[src/hw/rtl/cipb_queue.sv]
`default_nettype none

module cipb_queue #(
   parameter int WIDTH = 8
) (
   input  wire logic             clock,
   input  wire logic             reset,
   input  wire logic             push,
   input  wire logic [WIDTH-1:0] push_data,
   output logic                  full,
   input  wire logic             pop,
   output logic [WIDTH-1:0]      pop_data,
   output logic                  empty
);

   logic [WIDTH-1:0] slot_ff [2];
   logic [1:0]       count_ff, count_in;
   logic             wptr_ff, rptr_ff;
   logic             do_push, do_pop;

   assign full     = (count_ff == 2'd2);
   assign empty    = (count_ff == 2'd0);
   assign do_push  = push && !full;
   assign do_pop   = pop && !empty;
   assign pop_data = slot_ff[rptr_ff];

   always_comb begin
      count_in = count_ff;
      if (do_push && !do_pop) count_in = count_ff + 2'd1;
      else if (do_pop && !do_push) count_in = count_ff - 2'd1;
   end

   always_ff @(posedge clock) begin
      if (reset) begin
         count_ff <= 2'd0;
         wptr_ff  <= 1'b0;
         rptr_ff  <= 1'b0;
      end else begin
         count_ff <= count_in;
         if (do_push) wptr_ff <= !wptr_ff;
         if (do_pop) rptr_ff <= !rptr_ff;
      end
   end

   always_ff @(posedge clock) begin
      if (do_push) slot_ff[wptr_ff] <= push_data;
   end

endmodule

`default_nettype wire

[config.mk]
export PLATFORM = sky130hd
export DESIGN_NAME = cipb_queue
export DESIGN_NICKNAME = d
export VERILOG_FILES = /design/src/hw/rtl/cipb_queue.sv
export SDC_FILE = /design/constraint.sdc
export NUM_CORES = 1
export LEC_CHECK = 0
export BUFFER_PORTS_ARGS = -buffer_cell sky130_fd_sc_hd__buf_2
export CAP_MARGIN = 25
export CELL_PAD_IN_SITES_DETAIL_PLACEMENT = 0
export CELL_PAD_IN_SITES_GLOBAL_PLACEMENT = 1
export CORE_UTILIZATION = 45
export CTS_BUF_LIST = sky130_fd_sc_hd__clkbuf_4
export CTS_CLUSTER_DIAMETER = 80
export DETAILED_ROUTE_END_ITERATION = 8
export PLACE_DENSITY_LB_ADDON = 0.15
export SYNTH_ARGS = -nofsm -noshare
export SYNTH_HDL_FRONTEND = slang
export SYNTH_SLANG_ARGS = --single-unit
[constraint.sdc]
create_clock -name clock -period 3.2 [get_ports clock]
set_clock_uncertainty 0.15 [all_clocks]
set_input_delay 0.32 -clock clock [delete_from_list [all_inputs] [get_ports clock]]
set_output_delay 0.32 -clock clock [all_outputs]
set_load 0.01 [all_outputs]
# == Word level (Yosys, flattened, before mapping) ==
# Memories as Yosys holds them, arrays and structs flattened. A register that Yosys moved wholly into a read port is not among the register bits.
# Index checks and enable logic that the tools add are counted.
# classes
eq_ne,1
n_addsub,2
n_reduce_logical,12
mux,6
# ops
operator,n
1-bit zero test,6
1-bit logical AND,4
1-bit 2-to-1 mux,4
2-bit 2-to-1 mux,2
2-bit by 1-bit adder with 2-bit output (second input constant),1
2-bit equality test (second input constant),1
2-bit zero test,1
2-bit nonzero test,1
2-bit by 1-bit subtractor with 2-bit output (second input constant),1
# word_totals
ff_bits,4
ramBits,16
word_cells,25
out_inout_bits,10
memories,1
input_bits,12
# memory_table
memory,depth,width,rd,rd_ports_with_merged_regs,write_ports,line,source
slot_ff,2,8,1,1,1,16,logic [WIDTH-1:0] slot_ff [2];

# == Depth between registers and ports, before layout ==
# Gate-level depths: netlist of run 1.
# depth
depth_word,7
ltp_mapped,6
mapped_depth_nobuf,6

# == Least setup slack after synthesis of run 1 ==
# Ideal clock, no wire load.
# synth_path
path_type,reg-to-reg
start,register count_ff[1]
end,register count_ff[1]
required_ps,2980
arrival_time_ps,1442
setup_ps,70
stages_incl_launch_ff,6
n_path_buf,0
setup_slack_ps,1538
period_less_slack_ps,1662
path_cell_list,dfxtp_1 nor2b_2 nor2_1 ha_1 or3_1 a21oi_1
# synth_via
elab_chain_len,6
elab_cells_between_ends,15
cone_classes,add/sub (2); eq/ne (1); mux (2); reduce/logical (10)
# synth_rtl
item,line,source
"start, declared",17,"logic [1:0] count_ff, count_in;"
"start signal, assigned",39,count_ff <= count_in;
2-bit equality test *,21,assign full = (count_ff == 2'd2);
net full,10,"output logic full,"
1-bit zero test *,23,assign do_push = push && !full;
1-bit logical AND *,23,
net do_push,19,"logic do_push, do_pop;"
1-bit zero test,30,else if (do_pop && !do_push) count_in = count_ff - 2'd1;
1-bit logical AND,30,
2-bit nonzero test (no source line),-,
# The timed path passes the listed nets; every way through them passes the cells marked *. The select of a mux whose other input is x is not followed.
# A chain may end at the register's enable or synchronous reset.

==> flow_summary.ini, run 1 <==
[final_layout]
drive_gt1_share_pct = 45.9
layout.nets = 88
area_growth_pct = 18.6
num_antenna_cells = 0
finish.utilization_pct = 59.7
fillCellCount = 136

[synthesis]
synthTopCellsByArea = edfxtp_1 61%, dfxtp_1 13%, mux2_2 11%
ys_ff_latch = 21
netlist_area_sq_um = 793
postSynthAreaPerCell_sq_um = 15.9
synth_top_area_share_pct = 60.6
ys_seq_area_share_pct = 73.2
netlist_instances = 50
syn-num-nets = 63
yosys_warnings = 0
synth_cell_types = 13
yosysTopAreaCell = edfxtp_1

[setup_path]
crit_type = register to primary output
reg2reg_slack_ns = 1.46
cp-end-kind = primary output
worstPathMaxFanout = 8
cp_data_required_time_ns = 2.73
worstReg2RegStart = count_ff[0]
critical_path_arrival_ns = 1.36
crit_path_end = pop_data[2]
cp-start-kind = register
r2r.worst_path.cells = 4
reg2reg_to = count_ff[1]

[timing]
worst_slack_ns = 1.37
period_minus_slack_ns = 1.83
rsz0062_at_grt = no
worstMarginPinSlew_ns = 0.394
fin_tns_setup_ns = 0
relSlewSlack_pct = 73.8
min_period_over_period_pct = 57.1
drv_slew = 0
setup_violations = 0
max_freq_mhz = 547
hold_viol = 0

[clock_network]
cts_setup_buffers = 0
cts_tree = done
root_buffer = clkbuf_4
htreeDepth = 1
cts_sinks = 21
clkTransAtPathRegs_ns = 0.11
clk_path_buf_depth = 2
insertion_delay_ns = 0.29
cts_resized = 0
hold_buffers = 0
cts_made_buffers = 3

[route]
routedWlPerCell_microns = 12.6
ant_nets = 0
finalWirelength_mm = 1.13
via_per_inst = 5.10
drc = 1
drtPass1Iterations = 6
drt_iter0_drc = 11
num_vias = 459

[global_route]
grt_usage_pct = 13.2
gr-total-overflow = 0
grt_max_degree = 13
antenna_found_initial = 0
grt_pass1_wl_mm = 1.81
grt_pass1_vias = 451

[power]
powerDensity_mw_per_mm2 = 760
p_leak_nw = 0.381
power_w = 0.000715
peakVddDrop_v = 0.000412

[status]
violations = DRC
status = complete, but fails checks

[die]
num_io_pins = 22
die_x_microns = 44.0
rows = 14
floorplan.die.height_microns = 44.0
dieArea_sq_mm = 0.00193
start_util_pct = 50.3
core_region_area_sq_mm = 0.00158

[place]
dp_slack_ns = 1.45
io_buffers = 21
routabilityCongestion = 0.655
place_hpwl_microns = 828

[hold_path]
hp-class = primary input to register

[job]
maxCapViolations = 0
[synth_stat cells]
cell and n:
nor2b_2 1, o21ai_0 3, inv_1 2, or3_1 2, dfxtp_1 5, xor2_1 3
and2_1 1, mux2_2 8, edfxtp_1 16, nor2_1 5, buf_2 1, a21oi_1 2
ha_1 1
[report_power, final]
part	switching, W	internal (W)
Sequential	0.0000361	0.000348
Clock	0.0000731	0.0000464
Combinational	0.000104	0.000107
Total	0.000214	0.000501
[state kept, by name, summed over array words and instances (netlist names), named ones only]
signal    flops
slot_ff      16
count_ff      2
rptr_ff       1
wptr_ff       1
[metal layers]
layer  vias up  track usage, %  share of wire [%]  wire [microns]
met2        15            23.6                 50             563
met3         0            2.92                5.0              57
li1        231               -                  -               -
met4         0            3.64                  0               0
met5         -               0                  0               0
met1       213            16.0                 45             510
[cells by family (layout without fill, tap and decap cells)]
kind of cell | Yosys count | in the layout | synth area share (%)
AO/OA/AOI/OAI | 5 | 5 | 3.15
flip-flops | 21 | 21 | 73.2
adder cells (fa/ha/maj) | 1 | 1 | 1.58
AND/OR/NAND/NOR | 9 | 9 | 5.84
buffers and inverters | 3 | 27 | 1.58
multiplexers | 8 | 8 | 11.4
XOR/XNOR | 3 | 3 | 3.31
[critical path: stages, from the launching register on]
cell and delay, ns:
dfxtp_1 0.55, mux2_2 0.38, buf_2 0.14
[how the worst min path moves through the flow]
stage / start / endpoint / cells past startpoint
floorplan: reset / count_ff[1] / 1
global placement: wptr_ff / wptr_ff / 2
detailed placement: rptr_ff / register / 2
CTS: push_data[0] / slot_ff[0][0] / 1
global route: push_data[0] / slot_ff[0][0] / 1
finish: push_data[0] / slot_ff[0][0] / 1
[final cells by class]
class	instances	area [sq um]	area share [%]
Clock buffer	3	22.5	2.39
Clock inverter	1	5.00	0.532
Inverter	2	7.51	0.798
Multi-Input combinational cell	26	200	21.3
Sequential cell	21	581	61.7
Tap cell	16	20.0	2.13
Timing Repair Buffer	21	105	11.2
[metrics by stage]
stage | std cells | hold slack, ns | instance area (sq um)
after floorplan | 50 | 0.239 | 793
after global placement | 86 | 0.330 | 913
after detailed placement | 86 | 0.340 | 913
after CTS | 90 | 0.0450 | 941
after global routing | 90 | 0.0420 | 941
final | 90 | 0.0581 | 941
[cell usage in the layout, fill, tap and decap left out]
| master | instances |
|---|---|
| clkinv_2 | 1 |
| inv_1 | 2 |
| buf_2 | 21 |
| clkbuf_4 | 3 |
| ha_1 | 1 |
| edfxtp_1 | 16 |
| nor2b_2 | 1 |
| and2_1 | 1 |
| a21oi_1 | 2 |
| o21ai_0 | 3 |
| or3_1 | 2 |
| xor2_1 | 3 |
| mux2_2 | 8 |
| dfxtp_1 | 5 |
| nor2_1 | 5 |
Power figures use the tool's default switching activity.
==> inputs of run 2 (changes only) <==
Settings changed: ABC_AREA set to 1, CORE_UTILIZATION 45 to 42.
Clock period 3.2 ns to 1.9 ns, I/O delays scaled along.
==> run 2 against run 1 <==
Net effect:
- the flow now finishes without violations
- critical path depth is the same
- register-to-register slack got worse by 1.2 ns
- die area rose by 11%
- synthesized cell count up 24%
- routed wire length rose by 8.8%
- combinational power increased by 86%
- via count grew 17%
- cell count grew 34%
- clock power up 77%
- global-route usage grew 0.081 points
- clock-buffer cell count increased by 1
- design area grew 15%
- critical path type unchanged
- highest routed layer is now met4
==> flow_summary.ini, run 2 <==
[die]
num_io_pins = 22
dieArea_sq_mm = 0.00215
core_region_area_sq_mm = 0.00178
start_util_pct = 46.5
rows = 15
floorplan.die.height_microns = 46.4
die_x_microns = 46.4

[timing]
rsz0062_at_grt = no
min_period_over_period_pct = 89.5
max_freq_mhz = 588
drv_slew = 0
fin_tns_setup_ns = 0
relSlewSlack_pct = 75.4
worstMarginPinSlew_ns = 0.369
worst_slack_ns = 0.200
period_minus_slack_ns = 1.70
setup_violations = 0
hold_viol = 0

[power]
peakVddDrop_v = 0.000573
powerDensity_mw_per_mm2 = 1160
p_leak_nw = 0.453

[synthesis]
netlist_instances = 62
syn-num-nets = 75
synthTopCellsByArea = edfxtp_1 58%, dfxtp_1 12%, mux2_2 11%
synthArstFlopShare_pct = 0
yosysTopAreaCell = edfxtp_1
synth-xor-area-share_pct = 0
synth_top_area_share_pct = 58.0
ys_ff_latch = 21
synth_ff_type = edfxtp_1
synth_top_family_by_area = multiplexers
muxShareOfSynthArea_pct = 10.9
netlist_area_sq_um = 828
yosys.area_share.simple_pct = 8.31
synthAdderAreaFrac_pct = 1.51
postSynthAreaPerCell_sq_um = 13.4
yosys_warnings = 0
synth_cell_types = 16
synth-edff-count = 16
ys_top_cells_by_count = 16 x edfxtp_1, 9 x nor2_1, 8 x mux2_2, 7 x inv_1, 5 x dfxtp_1
synth_compound_gate_area_share_pct = 4.53
ys_seq_area_share_pct = 70.1
yosysMostFrequentCell = edfxtp_1

[clock_network]
htreeDepth = 1
root_buffer = clkbuf_4
clkTransAtPathRegs_ns = 0.10
clk_path_buf_depth = 2
insertion_delay_ns = 0.28
cts_tree = done
cts_sinks = 21
cts_made_buffers = 3
cts_setup_buffers = 0

[final_layout]
drive_gt1_share_pct = 41.7
layout_common_cells = 21 x buf_2, 16 x edfxtp_1, 9 x nor2_1
largest_reg_flops = 16
layout.nets = 110
area_growth_pct = 31.0
stdcell_area_sq_mm = 0.00108
layout_commonest_cell = buf_2
regMostFlops = slot_ff
num_antenna_cells = 0
reg.largest.list = slot_ff x16, count_ff x2
fillCellCount = 161

[global_route]
antenna_found_initial = 0
grt_usage_pct = 13.3
gr-total-overflow = 0
grt_pass1_wl_mm = 1.89
grt_pass1_vias = 465
grt_max_degree = 12

[place]
place_hpwl_microns = 836
io_buffers = 21
routabilityCongestion = 0.704
dp_slack_ns = 0.314
dpl_cell_area_sq_um = 975

[route]
drtPass1Iterations = 3
routedWlPerCell_microns = 10.2
drt_iter0_drc = 7
num_vias = 536
dr.max_layer_used = met4
drc = 0
m1WireLength_microns = 576
finalWirelength_mm = 1.23
via_per_inst = 4.43
ant_nets = 0
dr_wl_met3_microns = 36
dr_wl_met2_microns = 605

[setup_path]
worstPathMaxFanout = 8
cp-end-kind = primary output
worstReg2RegStart = count_ff[1]
cp_data_required_time_ns = 1.56
crit_type = register to primary output
critical_path_arrival_ns = 1.36
cp-start-kind = register

[job]
maxCapViolations = 0

[hold_path]
hold_path_startpoint = reset
hp-class = primary input to register

[status]
status = finished, final reports clean
## run 2: cell types whose count changed in the layout (fill, tap and decap cells not counted), moves of 2 or more
cell           change
buf_4              +2
dlygate4sd3_1      +8
inv_1              +5
inv_2              +2
nand2_1            +4
nor2_1             +4
o21ai_2            +2
or3_1              -2
xor2_1             -3
## run 2: path summary, 6_finish.rpt
path | slack (ns) | to | cells after the start
max | 0.20 | pop_data[0] | 2
min | 0.03 | count_ff[1] | 4
max reg2reg | 0.31 | count_ff[1] | 9
min reg2reg | 0.37 | wptr_ff | 2
## run 2: cell families after synthesis
logic type      Yosys count
flops                    21
buf+inv                  10
simple gates             16
mux                       8
compound gates            6
fa+ha+maj                 1
## run 2: routing by layer
metal | vias to the layer above | track usage [%]
li1 | 281 | -
met3 | 2 | 3.53
met2 | 12 | 20.8
met4 | 0 | 8.82
met5 | - | 0
met1 | 241 | 15.7
## run 2: repair_timing
action,4_1_cts,5_1_grt
endpoints found under the hold margin,16,0
gates resized for setup,0,0
hold buffers,8,0
## run 2: worst max-delay path, cell delays in order, from the launching register on
cell	delay (ns)
dfxtp_1	0.55
mux2_2	0.38
buf_2	0.14
## run 2: final cells by class
class                           count  area [sq um]  share of cell area [%]
Inverter                            9          33.8                    3.11
Timing Repair Buffer               31           200                    18.5
Tap cell                           25          31.3                    2.88
Sequential cell                    21           581                    53.5
Clock buffer                        4          30.0                    2.77
Multi-Input combinational cell     31           209                    19.3
## run 2: where the power goes
group | switching, W | leakage, nW | internal [W]
Clock | 0.000116 | 0.0184 | 0.0000957
Sequential | 0.0000657 | 0.191 | 0.000585
Combinational | 0.000198 | 0.244 | 0.000195
## run 2: stage by stage
stage                     power, W  cells  util [%]  hold slack, ns
after floorplan           0.000916     62         -           0.139
after global placement     0.00104    109      54.7           0.228
after detailed placement   0.00105    109      54.7           0.231
after CTS                  0.00127    121      60.8          0.0276
after global routing       0.00135    121      60.8          0.0266
final                      0.00126    121      60.8          0.0303
