File: src/hw/rtl/cipb_pkg.sv
`default_nettype none

package cipb_pkg;

   typedef struct packed {
      logic               pattern_stamp;
      logic [6:0]         flow_percent;
      logic               pattern_kind;
      logic [7:0]         tile_size;
      logic signed [15:0] anchor_x;
      logic signed [15:0] anchor_y;
      logic [31:0]        primary_rgba;
      logic [31:0]        secondary_rgba;
   } cfg_type;

   // classified work passed from the front end to the blend engine
   typedef struct packed {
      logic        start;
      logic        outside;
      logic [31:0] dest;
      logic [31:0] src;
      logic [15:0] target;
   } item_type;

   localparam logic [2:0] REG_PATTERN_STAMP  = 3'd0;
   localparam logic [2:0] REG_FLOW_PERCENT   = 3'd1;
   localparam logic [2:0] REG_PATTERN_KIND   = 3'd2;
   localparam logic [2:0] REG_TILE_SIZE      = 3'd3;
   localparam logic [2:0] REG_ANCHOR_X       = 3'd4;
   localparam logic [2:0] REG_ANCHOR_Y       = 3'd5;
   localparam logic [2:0] REG_PRIMARY_RGBA   = 3'd6;
   localparam logic [2:0] REG_SECONDARY_RGBA = 3'd7;

   localparam logic [31:0] PRIMARY_RESET = 32'hFF00_0000;
   localparam logic [6:0]  FLOW_MAX      = 7'd100;
   localparam logic [7:0]  TILE_RESET    = 8'd8;
   localparam logic [15:0] CAP_EPS       = 16'd33;
   // ceil(2^42 / 6375): exact quotient for any 29-bit dividend
   localparam logic [29:0] TGT_RECIP     = 30'd689889649;
   localparam logic [30:0] TGT_ROUND     = 31'd12750;
   localparam logic [16:0] ONE_Q16       = 17'h10000;

endpackage

`default_nettype wire

File: src/hw/rtl/cipb_front.sv
`default_nettype none

module cipb_front #(
   parameter int CANVAS_WIDTH  = 256,
   parameter int CANVAS_HEIGHT = 256,
   parameter int MAX_TILE_SIZE = 128,
   parameter int AW            = 16
) (
   input  wire logic              clock,
   input  wire logic              reset,
   input  wire cipb_pkg::cfg_type cfg,
   input  wire logic              hold,
   input  wire logic              req_push,
   output logic                   req_full,
   input  wire logic              req_action,
   input  wire logic [7:0]        req_pos_x,
   input  wire logic [7:0]        req_pos_y,
   input  wire logic [31:0]       req_dest_pixel,
   input  wire logic [15:0]       req_coverage,
   input  wire logic [31:0]       req_dab_rgba,
   input  wire logic              q_full,
   output logic                   q_push,
   output cipb_pkg::item_type     q_item,
   output logic [AW-1:0]          q_addr
);

   typedef enum logic [6:0] {
      F_IDLE = 7'b0000001,
      F_MOD  = 7'b0000010,
      F_SQR  = 7'b0000100,
      F_SRC  = 7'b0001000,
      F_MUL  = 7'b0010000,
      F_DIV  = 7'b0100000,
      F_PUSH = 7'b1000000
   } fstate_type;

   localparam logic [12:0] CW     = 13'(CANVAS_WIDTH);
   localparam logic [12:0] CH     = 13'(CANVAS_HEIGHT);
   localparam logic [10:0] MAX_TS = 11'(MAX_TILE_SIZE);

   fstate_type  state_ff, state_in;
   logic [4:0]  cnt_ff, cnt_in;
   logic        start_ff, outside_ff;
   logic [31:0] dest_ff, dab_ff, src_ff, src_in;
   logic [15:0] cov_ff;
   logic [AW-1:0] addr_ff;
   logic [16:0] mgx_ff, mgy_ff;
   logic        negx_ff, negy_ff;
   logic [8:0]  rmx_ff, rmy_ff, rmx_in, rmy_in;
   logic [16:0] sqx_ff, sqy_ff, rr_ff;
   logic        parity_ff;
   logic [23:0] prod1_ff;
   logic [28:0] ndiv_ff;
   logic [15:0] tgt_ff;

   logic [7:0]  size;
   logic [8:0]  period;
   logic [7:0]  rad;
   logic signed [17:0] vx, vy;
   logic [17:0] ax_abs, ay_abs;
   logic [9:0]  stx, sty;
   logic [8:0]  lx, ly;
   logic signed [9:0] dx, dy;
   logic [6:0]  flow;
   logic [30:0] n_tgt;
   logic [57:0] quot;
   logic [24:0] lin;
   logic        accept;

   // clamped tile size and derived period and dot radius
   always_comb begin
      if (cfg.tile_size == 8'd0) size = 8'd1;
      else if ({3'b0, cfg.tile_size} > MAX_TS) size = MAX_TS[7:0];
      else size = cfg.tile_size;
      period = {size, 1'b0};
      rad    = (size[7:1] == 7'd0) ? 8'd1 : {1'b0, size[7:1]};
   end

   assign accept   = req_push && !req_full;
   assign req_full = (state_ff != F_IDLE) || hold;

   always_comb begin
      vx     = $signed({10'b0, req_pos_x}) - 18'(cfg.anchor_x);
      vy     = $signed({10'b0, req_pos_y}) - 18'(cfg.anchor_y);
      ax_abs = vx[17] ? 18'(-vx) : 18'(vx);
      ay_abs = vy[17] ? 18'(-vy) : 18'(vy);
      lin    = 25'(req_pos_y) * 25'(CW) + 25'(req_pos_x);
   end

   // one remainder bit per cycle for both axes
   always_comb begin
      stx    = {rmx_ff, mgx_ff[16]};
      sty    = {rmy_ff, mgy_ff[16]};
      rmx_in = (stx >= {1'b0, period}) ? 9'(stx - {1'b0, period}) : stx[8:0];
      rmy_in = (sty >= {1'b0, period}) ? 9'(sty - {1'b0, period}) : sty[8:0];
   end

   always_comb begin
      lx = (negx_ff && rmx_ff != 9'd0) ? period - rmx_ff : rmx_ff;
      ly = (negy_ff && rmy_ff != 9'd0) ? period - rmy_ff : rmy_ff;
      dx = $signed({1'b0, lx}) - $signed({2'b0, size});
      dy = $signed({1'b0, ly}) - $signed({2'b0, size});
   end

   always_comb begin
      if (!cfg.pattern_stamp) src_in = dab_ff;
      else if (cfg.pattern_kind) begin
         src_in = ({1'b0, sqx_ff} + {1'b0, sqy_ff} <= {1'b0, rr_ff}) ?
                  cfg.primary_rgba : cfg.secondary_rgba;
      end else begin
         src_in = parity_ff ? cfg.secondary_rgba : cfg.primary_rgba;
      end
      if (!cfg.pattern_stamp) flow = cipb_pkg::FLOW_MAX;
      else if (cfg.flow_percent > cipb_pkg::FLOW_MAX) flow = cipb_pkg::FLOW_MAX;
      else flow = cfg.flow_percent;
      n_tgt = 31'(prod1_ff * flow) + cipb_pkg::TGT_ROUND;
   end

   // divide by 255 * 100: quarter the sum, then multiply by the reciprocal of 6375
   always_comb begin
      quot = 58'(ndiv_ff) * 58'(cipb_pkg::TGT_RECIP);
   end

   always_comb begin
      state_in = state_ff;
      cnt_in   = cnt_ff;
      case (state_ff)
         F_IDLE: begin
            if (accept) begin
               cnt_in = 5'd0;
               if (!req_action || {5'b0, req_pos_x} >= CW || {5'b0, req_pos_y} >= CH)
                  state_in = F_PUSH;
               else state_in = F_MOD;
            end
         end
         F_MOD: begin
            cnt_in = cnt_ff + 5'd1;
            if (cnt_ff == 5'd16) state_in = F_SQR;
         end
         F_SQR: state_in = F_SRC;
         F_SRC: state_in = F_MUL;
         F_MUL: state_in = F_DIV;
         F_DIV: state_in = F_PUSH;
         F_PUSH: if (!q_full) state_in = F_IDLE;
         default: state_in = F_IDLE;
      endcase
   end

   always_ff @(posedge clock) begin
      if (reset) begin
         state_ff <= F_IDLE;
         cnt_ff   <= 5'd0;
      end else begin
         state_ff <= state_in;
         cnt_ff   <= cnt_in;
      end
   end

   always_ff @(posedge clock) begin
      case (state_ff)
         F_IDLE: begin
            start_ff   <= !req_action;
            outside_ff <= {5'b0, req_pos_x} >= CW || {5'b0, req_pos_y} >= CH;
            dest_ff    <= req_dest_pixel;
            dab_ff     <= req_dab_rgba;
            cov_ff     <= req_coverage;
            addr_ff    <= lin[AW-1:0];
            mgx_ff     <= ax_abs[16:0];
            mgy_ff     <= ay_abs[16:0];
            negx_ff    <= vx[17];
            negy_ff    <= vy[17];
            rmx_ff     <= 9'd0;
            rmy_ff     <= 9'd0;
         end
         F_MOD: begin
            rmx_ff <= rmx_in;
            rmy_ff <= rmy_in;
            mgx_ff <= {mgx_ff[15:0], 1'b0};
            mgy_ff <= {mgy_ff[15:0], 1'b0};
         end
         F_SQR: begin
            sqx_ff    <= 17'(dx * dx);
            sqy_ff    <= 17'(dy * dy);
            rr_ff     <= 17'(rad * rad);
            parity_ff <= (lx >= {1'b0, size}) ^ (ly >= {1'b0, size});
         end
         F_SRC: begin
            src_ff   <= src_in;
            prod1_ff <= cov_ff * src_in[31:24];
         end
         F_MUL: ndiv_ff <= n_tgt[30:2];
         F_DIV: tgt_ff <= quot[57:42];
         default: ;
      endcase
   end

   assign q_push = (state_ff == F_PUSH) && !q_full;
   assign q_addr = addr_ff;
   always_comb begin
      q_item.start   = start_ff;
      q_item.outside = outside_ff;
      q_item.dest    = dest_ff;
      q_item.src     = src_ff;
      q_item.target  = tgt_ff;
   end

endmodule

`default_nettype wire

File: config.mk
export PLATFORM = sky130hd
export DESIGN_NAME = cipb_front
export DESIGN_NICKNAME = d
export VERILOG_FILES = /design/src/hw/rtl/cipb_pkg.sv /design/src/hw/rtl/cipb_front.sv
export SDC_FILE = /design/constraint.sdc
export NUM_CORES = 2
export LEC_CHECK = 0
export CORE_UTILIZATION = 25
export DETAILED_ROUTE_END_ITERATION = 12
export DONT_BUFFER_PORTS = 1
export GPL_TIMING_DRIVEN = 0
export HOLD_SLACK_MARGIN = 0.06
export MAX_ROUTING_LAYER = met4
export PLACE_DENSITY = 0.4
export SLEW_MARGIN = 15
export SYNTH_ARGS = -nofsm -noshare
export SYNTH_HDL_FRONTEND = slang
export SYNTH_SLANG_ARGS = --single-unit
File: constraint.sdc
create_clock -name clock -period 9.52 [get_ports clock]
set_input_delay 1.904 -clock clock [delete_from_list [all_inputs] [get_ports clock]]
set_output_delay 1.904 -clock clock [all_outputs]
set_load 0.02 [all_outputs]
After elaboration in Yosys (flattened, before gate mapping)
Cells that the tools add are included.
{ "totals": {"register_bits": 315, "output_inout_bits": 100} }
{ "classes": {"addsub": 14, "multipliers": 6, "n_lt_le_gt_ge": 7, "eq_ne": 12, "n_mux": 26, "bitwise": 1, "reduce_logical": 15} }
{ "ops": {"columns": ["op", "n"], "rows": [
  ["2-to-1 mux 32 bit", 4],
  ["case mux 17 bit (2 select lines)", 2],
  ["multiplier 29 x 30 -> 58 bit (second input constant)", 1],
  ["2-to-1 mux 7 bit", 7],
  ["case mux 7 bit (7 select lines)", 1],
  ["2-to-1 mux 9 bit", 4],
  ["case mux 9 bit (2 select lines)", 2],
  ["subtractor 9 bit", 4],
  ["multiplier 10 x 10 -> 17 bit", 2],
  ["2-to-1 mux 17 bit", 2],
  ["negator 17 bit", 2],
  ["subtractor 9 x 16 -> 17 bit", 2],
  ["adder 31 x 14 -> 31 bit (second input constant)", 1],
  ["multiplier 24 x 7 -> 31 bit", 1],
  ["multiplier 16 x 8 -> 24 bit", 1],
  [">= comparator 10 x 9 -> 1 bit", 2],
  ["subtractor 9 x 8 -> 10 bit", 2],
  ["adder 17 x 17 -> 18 bit", 1],
  [">= comparator 9 x 8 -> 1 bit", 2],
  ["<= comparator 18 x 16 -> 1 bit", 1],
  ["nonzero test 9 bit", 2],
  ["adder 16 x 8 -> 16 bit", 1],
  ["2-to-1 mux 8 bit", 2],
  ["multiplier 7 x 7 -> 14 bit", 1],
  ["24 further kinds", 31]
]} }

Depth between registers and ports, before layout
{ "depth": {"ltp_word": 7, "depth_mapped": 39} }

Worst setup path after synthesis
Ideal clock, no wire load.
{ "synth_timing": {"path_type": "in2reg", "from": "in cfg[103] (netlist name)", "to": "reg sqy_ff[15] (data pin)", "arrival_time_ps": 9290, "required_ps": 9254, "setup_slack_ps": -36, "stages": 35, "n_path_buf": 2, "path_cell_list": "clkbuf_8 -> clkinv_1 -> nand2_1 -> inv_1 -> ha_1 -> a21o_2 -> a21oi_1 -> o21bai_1 -> a21o_1 -> a21oi_1 -> xnor2_1 -> nand2_1 -> o21ai_0 -> ha_1 -> o21a_1 -> a21o_2 -> or3_1 -> buf_6 -> or2_4 -> fa_1 -> fa_1 -> inv_1 -> fa_1 -> fa_1 -> inv_1 -> fa_1 -> inv_1 -> ha_1 -> inv_1 -> o21bai_1 -> a21oi_1 -> nor2b_1 -> o21a_1 -> o41ai_1 -> xnor2_1"} }
{ "synth_via": {"elab_chain_cells": 7} }
{ "synth_lines": {"columns": ["item", "line_no", "text"], "rows": [
  ["start, declared", "cipb_front.sv:11", "input wire cipb_pkg::cfg_type cfg,"],
  ["greater-than comparator 8 bit", "cipb_front.sv:73", "else if ({3'b0, cfg.tile_size} > MAX_TS) size = MAX_TS[7:0];"],
  ["2-to-1 mux 8 bit", "cipb_front.sv:73", null],
  ["2-to-1 mux 8 bit (*)", "cipb_front.sv:72", "if (cfg.tile_size == 8'd0) size = 8'd1;"],
  ["subtractor 9 bit", "cipb_front.sv:100", "ly = (negy_ff && rmy_ff != 9'd0) ? period - rmy_ff : rmy_ff;"],
  ["2-to-1 mux 9 bit", "cipb_front.sv:100", null],
  ["subtractor 9 x 8 -> 10 bit (*)", "cipb_front.sv:102", "dy = $signed({1'b0, ly}) - $signed({2'b0, size});"],
  ["multiplier 10 x 10 -> 17 bit (*)", "cipb_front.sv:183", "sqy_ff <= 17'(dy * dy);"],
  ["end signal, assigned", "cipb_front.sv:183", null],
  ["end, declared", "cipb_front.sv:50", "logic [16:0] sqx_ff, sqy_ff, rr_ff;"]
]} }
Mark *: on every way between the ends. The rest lies on a longest branch, timed or not.
A chain may end at the register's enable or synchronous reset.

Worst setup path after layout
{ "layout_timing": {"from": "in cfg[103] (netlist name)", "to": "reg sqx_ff[16] (data pin)"} }
{ "layout_via": {"elab_chain_cells": 7} }
{ "layout_lines": {"columns": ["item", "line_no", "text"], "rows": [
  ["greater-than comparator 8 bit", "cipb_front.sv:73", null],
  ["2-to-1 mux 8 bit", "cipb_front.sv:73", null],
  ["2-to-1 mux 8 bit (*)", "cipb_front.sv:72", null],
  ["subtractor 9 bit", "cipb_front.sv:99", "lx = (negx_ff && rmx_ff != 9'd0) ? period - rmx_ff : rmx_ff;"],
  ["2-to-1 mux 9 bit", "cipb_front.sv:99", null],
  ["subtractor 9 x 8 -> 10 bit (*)", "cipb_front.sv:101", "dx = $signed({1'b0, lx}) - $signed({2'b0, size});"],
  ["multiplier 10 x 10 -> 17 bit (*)", "cipb_front.sv:182", "sqx_ff <= 17'(dx * dx);"],
  ["end signal, assigned", "cipb_front.sv:182", null],
  ["end, declared", "cipb_front.sv:50", null]
]} }
Marks and branches as above.

==> summary by stage <==
STA
The final-report max-slew violation count was 0. The sum of negative setup slack is 0 ns. Setup repair after global routing could not meet its margin everywhere.

The post-route clock period utilization is 0.969. Across the routed clock network, the largest skew measured is 0.0358 ns. The maximum frequency from static timing analysis is 108 MHz. The minimum period implied by the final worst setup slack is 9.22 ns. The final count of hold timing violations came to 0. The transition time at the pin with the least slew margin is 1.03 ns. The worst-case headroom to the max-slew limit is 0.316.

Setup violations remaining at the end of the flow were counted as 0.

Clocking
Hold repair after CTS inserted 0 buffers. The number of clock buffers added by TritonCTS is 44. The clock tree from TritonCTS is yes.

The clock passes through at most 3 buffers. The clock net sink count is 310. The clock latency of the later-clocked register in the worst-skew pair is 0.64 ns. Clock-pin slew was measured on the worst setup and hold paths at 0.06 ns. The root buffer cell chosen for the clock tree is sky130_fd_sc_hd__clkbuf_16. The clock tree synthesis step divided the H-tree into 2 levels.

Cells and area
The share of post-route cells with drive strength above 1 is 0.0466. The library cell used most frequently in the layout, excluding fill and tap cells, is sky130_fd_sc_hd__inv_1. From synthesis to final layout, the design area changed by 11.5%. The filler cell count in the final layout is 18,800.

The top cell types in the final layout, fill and taps aside, are sky130_fd_sc_hd__inv_1, sky130_fd_sc_hd__ha_1, sky130_fd_sc_hd__fa_1. At the end of the flow, the number of nets in the layout was 5,971.

Synth
Of the synthesized area, sequential elements account for 0.207. A synthesized cell averages 10.1 µm². The warning count from the yosys run is 0.

Synthesis produced 4,374 cells. For this run, the leading register cell type out of synthesis is sky130_fd_sc_hd__edfxtp_1. The count of unique library cells instantiated by Yosys is 75. In the post-synthesis netlist, the biggest area contributors are sky130_fd_sc_hd__fa_1, sky130_fd_sc_hd__edfxtp_1, sky130_fd_sc_hd__ha_1, sky130_fd_sc_hd__inv_1, sky130_fd_sc_hd__xnor2_1. The async set-reset flop share out of synthesis is 0. In this run, synthesis inferred 298 flip-flops with an integrated enable. In this run the cell area of the synthesized design comes to 44,400 µm². sky130_fd_sc_hd__fa_1 takes more of the synthesized area than any other cell.

Of the post-synthesis cell area, the dominant cell type holds 0.291. The flip-flop and latch count after synthesis is 310.

Global route
The pin count of the biggest net entering global routing is 60. The first-pass GRT wire length is 183,000 µm. The total overflow left after global routing is 0. The total routing usage reported by global routing is 0.136. The number of global-route vias before repair is 31,400.

The initial antenna violation count is 8.

Route
Dividing the detail-routed via count by the number of cells gives 4.21. The routed layout has 28,800 vias. The number of iterations in the first detailed-routing pass is 5. The starting DRC count in detailed routing is 1,013. The count of unresolved DRC violations after routing is 0. The detail route stage leaves a number of antenna-violating nets equal to 0. The routed length per instance is 16.9 µm. The aggregate routed wire length is 115,000 µm.

Critical path
The maximum fanout along the worst path is 9. The largest incremental delay on the critical path is 0.55 ns. The critical path arrival is 9.57 ns. The critical path class is input pin to register. The cell count of the worst reg-to-reg path is 35. STA classifies the critical path endpoint as a register.

The element type at the critical path start is an input pin. The highest-delay cell along the critical path is sky130_fd_sc_hd__fa_1. The startpoint of the worst setup timing path is cfg[103]. In this run the critical register-to-register path is launched from sqx_ff[3]$_DFFE_PP_.

The capture point of the worst reg-to-reg path is prod1_ff[22]$_DFFE_PP_. The required time of the critical path is 9.87 ns. The worst setup slack for register-to-register paths is 0.55 ns.

Min path
The kind of path behind the tightest hold check is register to register. The worst hold path was traced through 2 stages. The hold path startpoint is cnt_ff[4]$_SDFFE_PP0P_. The path with the worst hold slack has its endpoint at cnt_ff[4]$_SDFFE_PP0P_.

Floorplanning
The floorplan step set the die height to 423 µm. Pin placement for this block handled 315 I/O pins. The floorplan step defined a core boundary enclosing 176,000 µm².

The floorplan step defined a die boundary enclosing 179,000 µm². The effective utilization at floorplan is 0.252. The initialized floorplan defines 154 standard-cell rows. The chip width is 423 µm.

Run status
The flow ran to the end, and the final reports show no timing, DRC or antenna violations.

Place
At the end of routability-driven placement, the weighted congestion stood at 0.851. The count of buffers inserted at the top-level ports is 0. The wire-length estimate of the detail-placed layout is 98,400 µm.

Job
Max-cap violations in this run came to 0.
-- registers in the layout, summed over array words and instances (netlist names), 17 cells and up --
signal	count
mgy_ff	17
dest_ff	32
src_ff	32
mgx_ff	17
prod1_ff	24
ndiv_ff	29
dab_ff	32
-- cell families after synthesis --
family | Yosys count | share of synthesized area
fa+ha+maj | 1301 | 0.476
mux | 39 | 0.00944
compound gates | 510 | 0.0715
other cells | 2 | 0.000169
buf+inv | 1072 | 0.0925
flops | 310 | 0.207
xor+xnor | 213 | 0.0422
simple gates | 927 | 0.101
-- routing by layer --
| layer | vias to the layer above | GRT usage | wire length (µm) |
|---|---|---|---|
| li1 | 14200 | - | - |
| met1 | 14100 | 0.176 | 54500 |
| met2 | 468 | 0.217 | 52900 |
| met3 | 109 | 0.0205 | 4430 |
| met4 | 0 | 0.0405 | 3470 |
| met5 | - | - | 0 |
-- how the worst max path moves through the flow --
stage                           endpoint  slack [ns]
finish              sqx_ff[16]$_DFFE_PP_        0.30
global route        sqy_ff[15]$_DFFE_PP_       -0.05
floorplan           sqy_ff[15]$_DFFE_PP_        0.03
CTS                 sqx_ff[15]$_DFFE_PP_        0.01
global placement    sqy_ff[15]$_DFFE_PP_       -1.57
detailed placement  sqy_ff[16]$_DFFE_PP_       -1.55
-- synthesized netlist by cell type (12+ instances only) --
cell type / count
sky130_fd_sc_hd__mux2i_1: 34
sky130_fd_sc_hd__a31oi_1: 12
sky130_fd_sc_hd__nand3_1: 22
sky130_fd_sc_hd__dfxtp_1: 12
sky130_fd_sc_hd__edfxtp_1: 298
sky130_fd_sc_hd__a211oi_1: 16
sky130_fd_sc_hd__xnor2_1: 153
sky130_fd_sc_hd__a21o_1: 59
sky130_fd_sc_hd__o21ai_0: 107
sky130_fd_sc_hd__nor3_1: 48
sky130_fd_sc_hd__nand2_1: 266
sky130_fd_sc_hd__xor2_1: 59
sky130_fd_sc_hd__nand4_1: 12
sky130_fd_sc_hd__nand2b_1: 34
sky130_fd_sc_hd__or3_1: 13
sky130_fd_sc_hd__nor2_1: 233
sky130_fd_sc_hd__and3_1: 54
sky130_fd_sc_hd__and2_1: 149
sky130_fd_sc_hd__inv_1: 1002
sky130_fd_sc_hd__nor2b_1: 59
sky130_fd_sc_hd__fa_1: 645
sky130_fd_sc_hd__o21bai_1: 30
sky130_fd_sc_hd__clkbuf_1: 49
sky130_fd_sc_hd__o21a_1: 24
sky130_fd_sc_hd__ha_1: 656
sky130_fd_sc_hd__a21oi_1: 184
-- timing repair --
| item | CTS | global route |
|---|---|---|
| buffers inserted | 7 | 16 |
| pin swaps | 2 | 25 |
| setup endpoints to repair | 23 | 14 |
| gates resized for setup | 29 | 58 |
-- cell type report --
cell class,instances,area (µm²),share of cell area
clock inverter,26,226,0.00458
clock buffer,53,1130,0.0229
antenna,7,17.5,0.000354
timing repair buffer,30,323,0.00652
tap,2340,2930,0.0592
inverter,1006,3800,0.0768
buffer,65,327,0.00660
sequential,310,9190,0.186
multi-input combinational,2998,31500,0.637
-- worst max-delay path: cells and delay by family --
kind,cells,cell delay [ns]
AOI/OAI and AO/OA,11,1.95
and+or+nand+nor,7,0.73
buffers and inverters,9,0.88
xor gates and xnor gates,3,0.55
adders and majority gates,8,3.56
-- through the flow --
stage | cell area, µm² | setup WS, ns | hold WS [ns] | util | instances
after floorplan | 44400 | 0.0298 | 0.458 | - | 4380
after global placement | 47300 | -1.57 | 0.470 | 0.269 | 6720
after detailed placement | 47500 | -1.55 | 0.492 | 0.269 | 6726
after CTS | 49100 | 0.0102 | 0.499 | 0.278 | 6811
after global routing | 49500 | -0.0451 | 0.526 | 0.281 | 6835
final | 49500 | 0.300 | 0.488 | 0.281 | 6835
Power is not shown: default switching activity piles up to over one toggle a cycle in this logic, so the estimate is an artifact.
